--- config.mk ---
export PLATFORM = sky130hd
export DESIGN_NAME = fdt_struct_block_parser_top_flat
export DESIGN_NICKNAME = d
export VERILOG_FILES = /design/src/hdl/fdtp_pkg.sv /design/src/hdl/fdtp_word_if.sv /design/src/hdl/fdtp_event_if.sv /design/src/hdl/fdtp_cfg_if.sv /design/src/hdl/fdtp_cfg_regs.sv /design/src/hdl/fdtp_decoder.sv /design/src/hdl/fdtp_out_buf.sv /design/src/hdl/fdt_struct_block_parser_top.sv /design/src/flat_wrapper.sv
export SDC_FILE = /design/constraint.sdc
export NUM_CORES = 1
export LEC_CHECK = 0
export ABC_CLOCK_PERIOD_IN_PS = 17500
export CAP_MARGIN = 20
export CORE_MARGIN = 2
export CORE_UTILIZATION = 50
export CTS_CLUSTER_SIZE = 30
export DETAILED_ROUTE_END_ITERATION = 8
export DONT_BUFFER_PORTS = 1
export GPL_ROUTABILITY_DRIVEN = 1
export GPL_TIMING_DRIVEN = 0
export HOLD_SLACK_MARGIN = 0.1
export SLEW_MARGIN = 15
export SYNTH_ARGS = -nofsm -noshare
export SYNTH_HDL_FRONTEND = slang
export SYNTH_SLANG_ARGS = --single-unit
--- constraint.sdc ---
create_clock -name clk -period 17.5 [get_ports clk]
set_input_delay 3.5 -clock clk [delete_from_list [all_inputs] [get_ports clk]]
set_output_delay 3.5 -clock clk [all_outputs]
set_load 0.05 [all_outputs]
--- src/hdl/fdtp_pkg.sv ---
// Shared types and constants of the device tree structure block parser.
package fdtp_pkg;

  localparam int unsigned WORD_W   = 32;
  localparam int unsigned EVENT_W  = 3;
  localparam int unsigned CFG_IDX_W = 2;
  localparam int unsigned SKIP_W   = 31;

  // Structure block tokens.
  localparam logic [WORD_W-1:0] TOK_BEGIN_NODE = 32'h0000_0001;
  localparam logic [WORD_W-1:0] TOK_END_NODE   = 32'h0000_0002;
  localparam logic [WORD_W-1:0] TOK_PROP       = 32'h0000_0003;
  localparam logic [WORD_W-1:0] TOK_NOP        = 32'h0000_0004;
  localparam logic [WORD_W-1:0] TOK_END        = 32'h0000_0009;

  // Configuration register indexes.
  localparam logic [CFG_IDX_W-1:0] CFG_STRUCT_BASE  = 2'd0;
  localparam logic [CFG_IDX_W-1:0] CFG_STRINGS_BASE = 2'd1;
  localparam logic [CFG_IDX_W-1:0] CFG_SIZE_LIMIT   = 2'd2;

  typedef enum logic [2:0] {
    PH_TOKEN = 3'd0,
    PH_NAME  = 3'd1,
    PH_LEN   = 3'd2,
    PH_OFF   = 3'd3,
    PH_DATA  = 3'd4,
    PH_DONE  = 3'd5
  } phase_t;

  typedef enum logic [EVENT_W-1:0] {
    EV_BEGIN    = 3'd0,
    EV_END_NODE = 3'd1,
    EV_PROP     = 3'd2,
    EV_NOP      = 3'd3,
    EV_END      = 3'd4,
    EV_ERROR    = 3'd5
  } event_t;

  typedef struct packed {
    logic [WORD_W-1:0] struct_base;
    logic [WORD_W-1:0] strings_base;
    logic [WORD_W-1:0] size_limit;
  } cfg_t;

  typedef struct packed {
    event_t            event_res;
    logic [WORD_W-1:0] name_addr;
    logic [WORD_W-1:0] data_addr;
    logic [WORD_W-1:0] data_len;
  } res_t;

endpackage

--- src/hdl/fdtp_word_if.sv ---
// Stream interface that carries structure block words.
interface fdtp_word_if;
  logic        valid;
  logic        ready;
  logic [31:0] word;

  modport source (output valid, output word, input ready);
  modport sink   (input valid, input word, output ready);
endinterface

--- src/hdl/fdtp_event_if.sv ---
// Stream interface that carries decoded token events.
interface fdtp_event_if;
  logic        valid;
  logic        ready;
  logic [2:0]  event_res;
  logic [31:0] name_addr;
  logic [31:0] data_addr;
  logic [31:0] data_len;

  modport source (output valid, output event_res, output name_addr, output data_addr,
                  output data_len, input ready);
  modport sink   (input valid, input event_res, input name_addr, input data_addr,
                  input data_len, output ready);
endinterface

--- src/hdl/fdtp_cfg_if.sv ---
// Write channel for the configuration registers.
interface fdtp_cfg_if;
  logic        valid;
  logic        ready;
  logic [1:0]  reg_index;
  logic [31:0] wdata;

  modport source (output valid, output reg_index, output wdata, input ready);
  modport sink   (input valid, input reg_index, input wdata, output ready);
endinterface

--- src/hdl/fdtp_cfg_regs.sv ---
// Configuration registers of the parser.
module fdtp_cfg_regs (
  input  logic            clk,
  input  logic            rst,
  fdtp_cfg_if.sink        cfg,
  output fdtp_pkg::cfg_t  regs
);
  import fdtp_pkg::*;

  assign cfg.ready = 1'b1;

  always_ff @(posedge clk) begin
    if (rst) begin
      regs <= '0;
    end else if (cfg.valid) begin
      unique case (cfg.reg_index)
        CFG_STRUCT_BASE:  regs.struct_base  <= cfg.wdata;
        CFG_STRINGS_BASE: regs.strings_base <= cfg.wdata;
        CFG_SIZE_LIMIT:   regs.size_limit   <= cfg.wdata;
        default: ;
      endcase
    end
  end

endmodule

--- src/hdl/fdtp_decoder.sv ---
// Token state machine: decodes one word per accepted request.
module fdtp_decoder (
  input  logic                         clk,
  input  logic                         rst,
  input  logic                         take,
  input  logic [fdtp_pkg::WORD_W-1:0]  word,
  input  fdtp_pkg::cfg_t               regs,
  output logic                         res_valid,
  output fdtp_pkg::res_t               res,
  output fdtp_pkg::phase_t             phase
);
  import fdtp_pkg::*;

  phase_t             phase_next;
  logic [WORD_W-1:0]  byte_pos;
  logic [WORD_W-1:0]  byte_pos_next;
  logic [SKIP_W-1:0]  skip_words;
  logic [SKIP_W-1:0]  skip_words_next;
  logic [WORD_W-1:0]  held_len;
  logic [WORD_W-1:0]  held_len_next;
  logic [WORD_W-1:0]  pos_plus4;
  logic [WORD_W:0]    len_round;
  logic               past_limit;
  logic               has_zero;
  logic               emit;

  assign pos_plus4  = byte_pos + WORD_W'(4);
  assign len_round  = {1'b0, held_len} + (WORD_W+1)'(3);
  assign past_limit = (byte_pos >= regs.size_limit);
  assign has_zero   = (word[31:24] == 8'h00) || (word[23:16] == 8'h00) ||
                      (word[15:8] == 8'h00) || (word[7:0] == 8'h00);

  always_comb begin
    phase_next = phase;
    unique case (phase)
      PH_TOKEN: begin
        if (past_limit) begin
          phase_next = PH_DONE;
        end else begin
          case (word)
            TOK_BEGIN_NODE: phase_next = PH_NAME;
            TOK_END_NODE:   phase_next = PH_TOKEN;
            TOK_PROP:       phase_next = PH_LEN;
            TOK_NOP:        phase_next = PH_TOKEN;
            default:        phase_next = PH_DONE;
          endcase
        end
      end
      PH_NAME: begin
        if (has_zero) phase_next = PH_TOKEN;
      end
      PH_LEN:  phase_next = PH_OFF;
      PH_OFF:  phase_next = (len_round[WORD_W:2] != '0) ? PH_DATA : PH_TOKEN;
      PH_DATA: begin
        if (skip_words <= SKIP_W'(1)) phase_next = PH_TOKEN;
      end
      PH_DONE: phase_next = PH_DONE;
      default: phase_next = PH_DONE;
    endcase
  end

  always_comb begin
    emit            = 1'b0;
    res             = '0;
    res.event_res   = EV_BEGIN;
    byte_pos_next   = (phase == PH_DONE) ? byte_pos : pos_plus4;
    skip_words_next = skip_words;
    held_len_next   = held_len;
    unique case (phase)
      PH_TOKEN: begin
        emit = 1'b1;
        if (past_limit) begin
          res.event_res = EV_ERROR;
        end else begin
          case (word)
            TOK_BEGIN_NODE: begin
              res.event_res = EV_BEGIN;
              res.name_addr = regs.struct_base + pos_plus4;
            end
            TOK_END_NODE: res.event_res = EV_END_NODE;
            TOK_PROP:     emit = 1'b0;
            TOK_NOP:      res.event_res = EV_NOP;
            TOK_END:      res.event_res = EV_END;
            default:      res.event_res = EV_ERROR;
          endcase
        end
      end
      PH_LEN: held_len_next = word;
      PH_OFF: begin
        emit            = 1'b1;
        skip_words_next = len_round[WORD_W:2];
        held_len_next   = '0;
        res.event_res   = EV_PROP;
        res.name_addr   = regs.strings_base + word;
        res.data_addr   = regs.struct_base + pos_plus4;
        res.data_len    = held_len;
      end
      PH_DATA: begin
        if (skip_words != '0) skip_words_next = skip_words - SKIP_W'(1);
      end
      default: ;
    endcase
  end

  assign res_valid = take & emit;

  always_ff @(posedge clk) begin
    if (rst) begin
      phase      <= PH_TOKEN;
      byte_pos   <= '0;
      skip_words <= '0;
      held_len   <= '0;
    end else if (take) begin
      phase      <= phase_next;
      byte_pos   <= byte_pos_next;
      skip_words <= skip_words_next;
      held_len   <= held_len_next;
    end
  end

endmodule

--- src/hdl/fdtp_out_buf.sv ---
// Output register with a skid stage in front of the event channel.
module fdtp_out_buf (
  input  logic            clk,
  input  logic            rst,
  input  logic            push,
  input  fdtp_pkg::res_t  push_data,
  output logic            space,
  fdtp_event_if.source    events
);
  import fdtp_pkg::*;

  logic  out_valid;
  res_t  out_data;
  logic  skid_valid;
  res_t  skid_data;
  logic  load_out;

  assign space    = !skid_valid;
  assign load_out = !out_valid || events.ready;

  always_ff @(posedge clk) begin
    if (rst) begin
      out_valid  <= 1'b0;
      skid_valid <= 1'b0;
    end else if (load_out) begin
      if (skid_valid) begin
        out_valid  <= 1'b1;
        skid_valid <= 1'b0;
      end else begin
        out_valid <= push;
      end
    end else if (push) begin
      skid_valid <= 1'b1;
    end
  end

  always_ff @(posedge clk) begin
    if (load_out) begin
      out_data <= skid_valid ? skid_data : push_data;
    end
    if (!load_out && push) begin
      skid_data <= push_data;
    end
  end

  assign events.valid     = out_valid;
  assign events.event_res = out_data.event_res;
  assign events.name_addr = out_data.name_addr;
  assign events.data_addr = out_data.data_addr;
  assign events.data_len  = out_data.data_len;

endmodule

--- src/hdl/fdt_struct_block_parser_top.sv ---
// Top level of the flattened device tree structure block parser.
//
//   channel  direction  payload                                  handshake
//   words    in         word[31:0], first byte in bits 31..24    valid/ready
//   events   out        event_res, name_addr, data_addr, data_len  valid/ready
//   cfg      in         reg_index[1:0], wdata[31:0]              valid/ready
//
// The parser accepts one word per cycle while the skid register is free. Each word
// is decoded in the cycle it is accepted, and the event it causes is registered in
// the output register, or in the skid register behind it, which keeps words flowing
// while the event sink stalls; words are refused only once both hold an event.
// Reset is synchronous and returns the parser to the token phase at byte zero,
// with all configuration registers cleared. Configuration writes are always taken.
module fdt_struct_block_parser_top (
  input  logic        clk,
  input  logic        rst,
  fdtp_word_if.sink   words,
  fdtp_event_if.source events,
  fdtp_cfg_if.sink    cfg
);
  import fdtp_pkg::*;

  cfg_t    regs;
  res_t    res;
  logic    res_valid;
  logic    space;
  logic    take;
  phase_t  phase;

  // Configuration registers take effect in the cycle after the write.
  fdtp_cfg_regs u_cfg_regs (
    .clk  (clk),
    .rst  (rst),
    .cfg  (cfg),
    .regs (regs)
  );

  // A word is accepted whenever the skid stage is free, so the decoder always
  // has somewhere to put the event the word may cause.
  assign words.ready = space;
  assign take        = words.valid & space;

  fdtp_decoder u_decoder (
    .clk       (clk),
    .rst       (rst),
    .take      (take),
    .word      (words.word),
    .regs      (regs),
    .res_valid (res_valid),
    .res       (res),
    .phase     (phase)
  );

  fdtp_out_buf u_out_buf (
    .clk       (clk),
    .rst       (rst),
    .push      (res_valid),
    .push_data (res),
    .space     (space),
    .events    (events)
  );

  // Reset empties the output side.
  a_reset_empty: assert property (@(posedge clk) rst |=> !events.valid)
    else $error("event output valid after reset");

  // The skid stage only fills behind a held output event.
  a_skid_behind_out: assert property (@(posedge clk) disable iff (rst)
    !words.ready |-> events.valid)
    else $error("input stalled with empty output register");

  // After end or an error no further events are produced.
  a_done_silent: assert property (@(posedge clk) disable iff (rst)
    (phase == PH_DONE) |-> !res_valid)
    else $error("event produced after end of stream");

  // An event is only produced by an accepted word.
  a_event_needs_word: assert property (@(posedge clk) disable iff (rst)
    res_valid |-> (words.valid && words.ready))
    else $error("event without an accepted word");

endmodule

--- src/flat_wrapper.sv ---
// flat-port wrapper written by rule: the top's interface ports become plain ports
module fdt_struct_block_parser_top_flat import fdtp_pkg::*;
  (clk, rst, words_valid, words_word, words_ready, events_valid, events_event_res, events_name_addr, events_data_addr, events_data_len, events_ready, cfg_valid, cfg_reg_index, cfg_wdata, cfg_ready);
  fdtp_word_if words_i ();
  fdtp_event_if events_i ();
  fdtp_cfg_if cfg_i ();
  input  logic clk;
  input  logic rst;
  input wire logic [$bits(words_i.valid)-1:0] words_valid;
  input wire logic [$bits(words_i.word)-1:0] words_word;
  output wire logic [$bits(words_i.ready)-1:0] words_ready;
  output wire logic [$bits(events_i.valid)-1:0] events_valid;
  output wire logic [$bits(events_i.event_res)-1:0] events_event_res;
  output wire logic [$bits(events_i.name_addr)-1:0] events_name_addr;
  output wire logic [$bits(events_i.data_addr)-1:0] events_data_addr;
  output wire logic [$bits(events_i.data_len)-1:0] events_data_len;
  input wire logic [$bits(events_i.ready)-1:0] events_ready;
  input wire logic [$bits(cfg_i.valid)-1:0] cfg_valid;
  input wire logic [$bits(cfg_i.reg_index)-1:0] cfg_reg_index;
  input wire logic [$bits(cfg_i.wdata)-1:0] cfg_wdata;
  output wire logic [$bits(cfg_i.ready)-1:0] cfg_ready;
  assign words_i.valid = words_valid;
  assign words_i.word = words_word;
  assign words_ready = words_i.ready;
  assign events_valid = events_i.valid;
  assign events_event_res = events_i.event_res;
  assign events_name_addr = events_i.name_addr;
  assign events_data_addr = events_i.data_addr;
  assign events_data_len = events_i.data_len;
  assign events_i.ready = events_ready;
  assign cfg_i.valid = cfg_valid;
  assign cfg_i.reg_index = cfg_reg_index;
  assign cfg_i.wdata = cfg_wdata;
  assign cfg_ready = cfg_i.ready;
  fdt_struct_block_parser_top u_core (.clk(clk), .rst(rst), .words(words_i), .events(events_i), .cfg(cfg_i));
endmodule
* After elaboration in Yosys (flattened, before gate mapping) *
Cells that the tools add are included.

word-level totals
  RAM bits = 0
  bits in read-only memories = 0
  input bits = 71
  latch bits = 0
  logic and storage cells = 90
  memories = 0
  bits in registers = 394

operators by class
  $lt $le $gt $ge = 2
  reductions and logical operators = 28
  shifts and indexed selects = 0
  bitwise operators = 3
  mux-type cells = 20
  multipliers = 0
  div/mod/pow operators = 0
  $add $sub $neg = 5
  equal/unequal tests = 15

operator list
  operator                                                                count
  99-bit two-way mux                                                      1
  35-bit case mux with 2 select lines                                     1
  32-bit adder                                                            2
  32-bit by 2-bit == test with 1-bit output, second input constant        2
  32-bit two-way mux                                                      2
  64-bit two-way mux                                                      1
  32-bit case mux with 2 select lines                                     1
  31-bit case mux with 2 select lines                                     1
  31-bit nonzero test                                                     2
  32-bit by 2-bit adder with 33-bit output, second input constant         1
  32-bit by 3-bit adder with 32-bit output, second input constant         1
  32-bit by 1-bit == test with 1-bit output, second input constant        1
  32-bit by 3-bit == test with 1-bit output, second input constant        1
  32-bit by 4-bit == test with 1-bit output, second input constant        1
  32-bit greater-or-equal comparator                                      1
  8-bit logical NOT                                                       4
  31-bit by 1-bit <= comparator with 1-bit output, second input constant  1
  31-bit two-way mux                                                      1
  31-bit by 1-bit subtractor with 31-bit output, second input constant    1
  3-bit two-way mux                                                       5
  3-bit case mux with 5 select lines                                      1
  3-bit case mux with 4 select lines                                      1
  2-bit AND reduction                                                     5
  3-bit case mux with 3 select lines                                      1
  18 further kinds                                                        34

* Longest topological paths before layout *
  depth after elaboration = 6
  mapped depth = 21

* Hierarchy *
Synthesis repeated with hierarchy kept, for this count alone.

second synthesis, totals
  cells, all modules = 2,123
  area, all modules = 21,829.7 um2

by module, submodules not included
  module                       area an instance (um2)  times used  cells an instance
  fdtp_decoder                 10,247.3                1           1,452
  fdtp_out_buf                 7,666.1                 1           317
  fdtp_cfg_regs                3,910.0                 1           353
  fdt_struct_block_parser_top  6.3                     1           1

* Least setup slack after synthesis *
OpenSTA, ideal clock, no wires.

  path type = input port to flip-flop
  from = input port events_ready
  to = register u_core.u_out_buf.skid_data[0] (netlist name), enable pin
  setup slack = 3,765 ps
  stages = 2
  library setup time = 678 ps
  buffers on the path = 0
  arrival = 13,057 ps
  data required time = 16,822 ps
  cell sequence = nand2b_1 -> nor3_1

on the way
  word-level cells in the longest chain between the ends = 3

RTL lines
  what                  line                source
  from (decl)           flat_wrapper.sv:17  input wire logic [$bits(events_i.ready)-1:0] events_ready;
  1-bit logical OR      fdtp_out_buf.sv:19  assign load_out = !out_valid || events.ready;
  1-bit logical NOT     fdtp_out_buf.sv:41  if (!load_out && push) begin
  1-bit logical AND     fdtp_out_buf.sv:41
  to (signal assigned)  fdtp_out_buf.sv:42  skid_data <= push_data;
  to (decl)             fdtp_out_buf.sv:15  res_t skid_data;

No other way between the ends.
A chain may end at the register's enable or synchronous reset.

* Final worst setup path *
  from = input port words_word[13]
  to = register u_core.u_out_buf.skid_data[46] (netlist name), enable pin

on the way
  word-level cells in the longest chain between the ends = 6

RTL lines
  what                                       line                 source
  from (decl)                                flat_wrapper.sv:10   input wire logic [$bits(words_i.word)-1:0] words_word;
  32-bit by 2-bit == test with 1-bit output  fdtp_decoder.sv:75   case (word)
  1-bit two-way mux                          fdtp_decoder.sv:75
  1-bit two-way mux                          fdtp_decoder.sv:72   if (past_limit) begin
  1-bit case mux with 2 select lines         fdtp_decoder.sv:69   unique case (phase)
  1-bit AND                                  fdtp_decoder.sv:105  assign res_valid = take & emit;
  1-bit logical AND                          fdtp_out_buf.sv:41

No other way between the ends.

==> run_results.csv <==
group,metric,value,unit
sta,rsz0062_at_grt,"no",
cts,htree_levels,2,
placed_design,dp_cells,2812,
global_routing,grt_pass1_vias,16310,
power_and_ir_drop,vdd_drop_max,70.08,uV
synth,ys_ff_latch,392,
critical_path,required,17.84,ns
synth,syn_area_per_cell,9.284,um^2
synth,ys_warn_count,0,
synth,synthCells,2262,
layout,drive_above_1_share,0.07912,
cts,cts_setup_buffers,0,
synth,async_flop_share,0,
critical_path,crit_start,"words_word[13]",
sta,finalHoldViolCount,0,
floorplanning,initial_core_util,0.5040,
critical_path,crit_path_frequent_cell,"buf_4",
sta,maxSlewViolCount,0,
global_routing,antenna_found_initial,3,
layout,syn2layout_area_growth,10.34,%
sta,tightest_slew,0.9248,ns
cts,cts_sinks,392,
drt,antenna_left,0,
critical_path,critical-path-max-stage-delay,0.59,ns
drt,routed_via_density,5.969,
drt,num_vias,17260,
global_routing,grt_remaining_overflow,0,
cts,cts_tree,"yes",
worst_hold_path,min_path_type,"reg -> reg",
synth,synth_ff_type,"edfxtp_1",
critical_path,path_max_fanout,11,
power_and_ir_drop,p_clk_frac,0.412,
critical_path,worst_r2r_startpoint,"u_core.u_decoder.byte_pos[9]$_SDFFE_PP0P_",
drt,dr.pass1.iters,6,
drt,drc,0,
cts,clk_pin_slew,0.05,ns
synth,syn-cell-area,21000,um^2
critical_path,cp.arrival,6.99,ns
sta,layout_min_cycle_time,6.646,ns
layout,multiInputGateArea,10440,um^2
global_routing,grt_util_all_layers,0.2984,
critical_path,path_cells,"nor4_1, nand4b_1, a2111oi_0, o221ai_1, nor3_1, and3_1, o21ai_0, nand2_1, nor3_2, buf_4, buf_4, buf_6, buf_4, buf_4",
placed_design,gp_congestion,0.9394,
power_and_ir_drop,power.leakage,8.989,nW
sta,slew-limit-headroom,0.3815,
cts,clockBufferDepth,3,
floorplanning,rows,75,
critical_path,critPathLaunchType,"input port",
cts,clock_latency,0.60,ns
cts,numCtsBuffers,43,
power_and_ir_drop,p_int,1.549,mW
synth,synth_nets,2433,
power_and_ir_drop,p_sw_frac,0.2792,
sta,skew,0.04091,ns
synth,synth-edff-count,198,
floorplanning,die_y,208.9,um
power_and_ir_drop,p_sw,0.5998,mW
synth,ys_types,82,
drt,detail_route.wl_per_cell,22.71,um
placed_design,post-dp-hpwl,50990,um
status,status,"completed",
power_and_ir_drop,p_seq_frac,0.499,
layout,fin_nets,2490,
cts,holdBufCountCts,0,
layout,register_area,9829,um^2
critical_path,crit_type,"in -> reg",
floorplanning,fp.dieW,208.9,um
global_routing,grt_max_degree,66,
floorplanning,io_pins,173,
floorplanning,core_area,41670,um^2
sta,period_share,0.3798,
global_routing,grt_pass1_wl,98540,um
sta,clock.fmax,150.5,MHz
placed_design,numPortBuffers,0,
layout,fillers,3811,
flow_run,maxCapViolations,0,
sta,setup_slack,10.85,ns
layout,fin_cells,2892,
power_and_ir_drop,power_frac_comb,0.089,
drt,wl,65690,um
placed_design,placement.setup.worst_slack,10.41,ns
worst_hold_path,hold_start,"u_core.u_cfg_regs.regs[14]$_SDFFE_PP0P_",
floorplanning,die_area,43660,um^2
critical_path,cp-end-kind,"register",
sta,final-setup-viol-count,0,
cts,cts_root_buf,"clkbuf_16",
cts,post_cts_resized,0,
drt,drtIter0Drc,1588,
critical_path,crit_slowest_cell,"a2111oi_0",
synth,ys_seq_area_frac,0.4681,
power_and_ir_drop,power_density,92.71,nW/um^2
[final cells by class]
| class | instances | area share |
|---|---|---|
| antenna | 2 | 0.0002160 |
| clock inverter | 18 | 0.007559 |
| sequential | 392 | 0.4242 |
| buffer | 126 | 0.02138 |
| timing repair buffer | 12 | 0.005076 |
| clock buffer | 59 | 0.05119 |
| tap | 539 | 0.02910 |
| multi-input combinational | 1677 | 0.4504 |
| inverter | 67 | 0.01085 |
[sequential cells by signal, indices dropped and copies added (netlist names)]
signal / cells
u_core.u_out_buf.events.event_res: 3
u_core.u_out_buf.events.name_addr: 32
u_core.u_decoder.byte_pos: 30
u_core.u_out_buf.skid_valid: 1
u_core.u_decoder.held_len: 32
u_core.u_out_buf.events.data_addr: 32
u_core.u_out_buf.events.valid: 1
u_core.u_out_buf.events.data_len: 32
u_core.u_cfg_regs.regs: 96
u_core.u_decoder.skip_words: 31
u_core.u_out_buf.skid_data: 99
u_core.u_decoder.phase: 3
[layer usage]
metal | GRT usage | vias to the layer above | routed length [um]
met5 | 0 | - | 18
met4 | 0.09754 | 2 | 2198
met3 | 0.08596 | 133 | 6346
met2 | 0.4409 | 670 | 27750
met1 | 0.4207 | 8252 | 29380
li1 | - | 8204 | -
[Yosys cell counts (22+ instances only)]
cell | instances | area share
nand2_1 | 359 | 0.064
a21oi_1 | 241 | 0.057
edfxtp_1 | 198 | 0.28
dfxtp_1 | 194 | 0.18
nor2_1 | 169 | 0.030
clkbuf_1 | 108 | 0.019
ha_1 | 98 | 0.058
o21ai_0 | 83 | 0.020
xnor2_1 | 68 | 0.028
inv_1 | 67 | 0.012
mux2_2 | 67 | 0.036
xor2_1 | 63 | 0.026
nand3_1 | 53 | 0.013
nor3_1 | 47 | 0.011
and2_1 | 45 | 0.013
a21o_1 | 36 | 0.013
nor3b_1 | 32 | 0.011
o22ai_1 | 32 | 0.0095
o31ai_1 | 32 | 0.011
nand4_1 | 25 | 0.0074
and3_1 | 22 | 0.0066
[critical path: cells and delay by family]
family / cells / cell delay [ns]
AO/OA/AOI/OAI: 3 / 1.16
AND/OR/NAND/NOR: 6 / 1.35
buffers and inverters: 5 / 0.97
[cell families (layout without fill, tap and decap cells)]
| logic type | Yosys count | count (layout) | synth area share |
|---|---|---|---|
| AO/OA/AOI/OAI | 526 | 526 | 0.1503 |
| multiplexers | 72 | 72 | 0.03855 |
| buffers and inverters | 193 | 282 | 0.03551 |
| other | 1 | 3 | 0.0001786 |
| flip-flops | 392 | 392 | 0.4681 |
| adder cells (fa/ha/maj) | 100 | 100 | 0.06030 |
| XOR/XNOR | 132 | 132 | 0.05541 |
| AND/OR/NAND/NOR | 846 | 846 | 0.1917 |
[placed cells by master (no fill, tap or decap), drive strengths merged, types with 5 or more instances in the layout]
master	count
mux2	68
a211oi	17
nand2	359
xor2	63
o211ai	13
or2	12
o21ai	84
or3	17
and3	22
ha	98
xnor2	69
nand2b	9
a22oi	7
a31oi	11
o22ai	32
nor3b	32
a22o	5
clkinv	12
nand3	55
a21oi	241
dfxtp	194
nor3	49
buf	29
o32ai	5
nand3b	7
edfxtp	198
nand4	27
nor2	170
inv	70
a21o	36
nor4	16
clkbuf	168
and2	45
o31ai	33
nor2b	8
[power by group through the flow]
stage / Combinational [mW] / Sequential [mW] / Clock, mW
2_1_floorplan: 0.131 / 1.09 / 0
3_3_place_gp: 0.182 / 1.10 / 0
3_5_place_dp: 0.187 / 1.09 / 0
4_1_cts: 0.188 / 1.07 / 0.901
5_1_grt: 0.211 / 1.07 / 0.937
6_report: 0.191 / 1.07 / 0.886
[worst paths after layout]
check,endpoint,slack (ns),depth (start not counted)
setup reg to reg,u_core.u_out_buf.events.name_addr[31]$_DFFE_PP_,12.14,21
hold reg to reg,u_core.u_cfg_regs.regs[14]$_SDFFE_PP0P_,0.45,2
setup / recovery,u_core.u_out_buf.skid_data[46]$_DFFE_PP_,10.85,14
hold / removal,u_core.u_cfg_regs.regs[14]$_SDFFE_PP0P_,0.45,2
[metrics by stage]
step                area (um^2)    util  power (mW)  TNS [ns]  hold slack, ns
finish                    23170  0.5562       2.148         0          0.4528
global route              23170  0.5560       2.222         0          0.4695
CTS                       23160  0.5559       2.161         0          0.4551
detailed placement        21800  0.5232       1.279         0          0.4475
global placement          21670  0.5202       1.278    -52.22          0.4424
floorplan                 21000       -       1.219         0          0.4318
(Power assumes the default switching activity.)
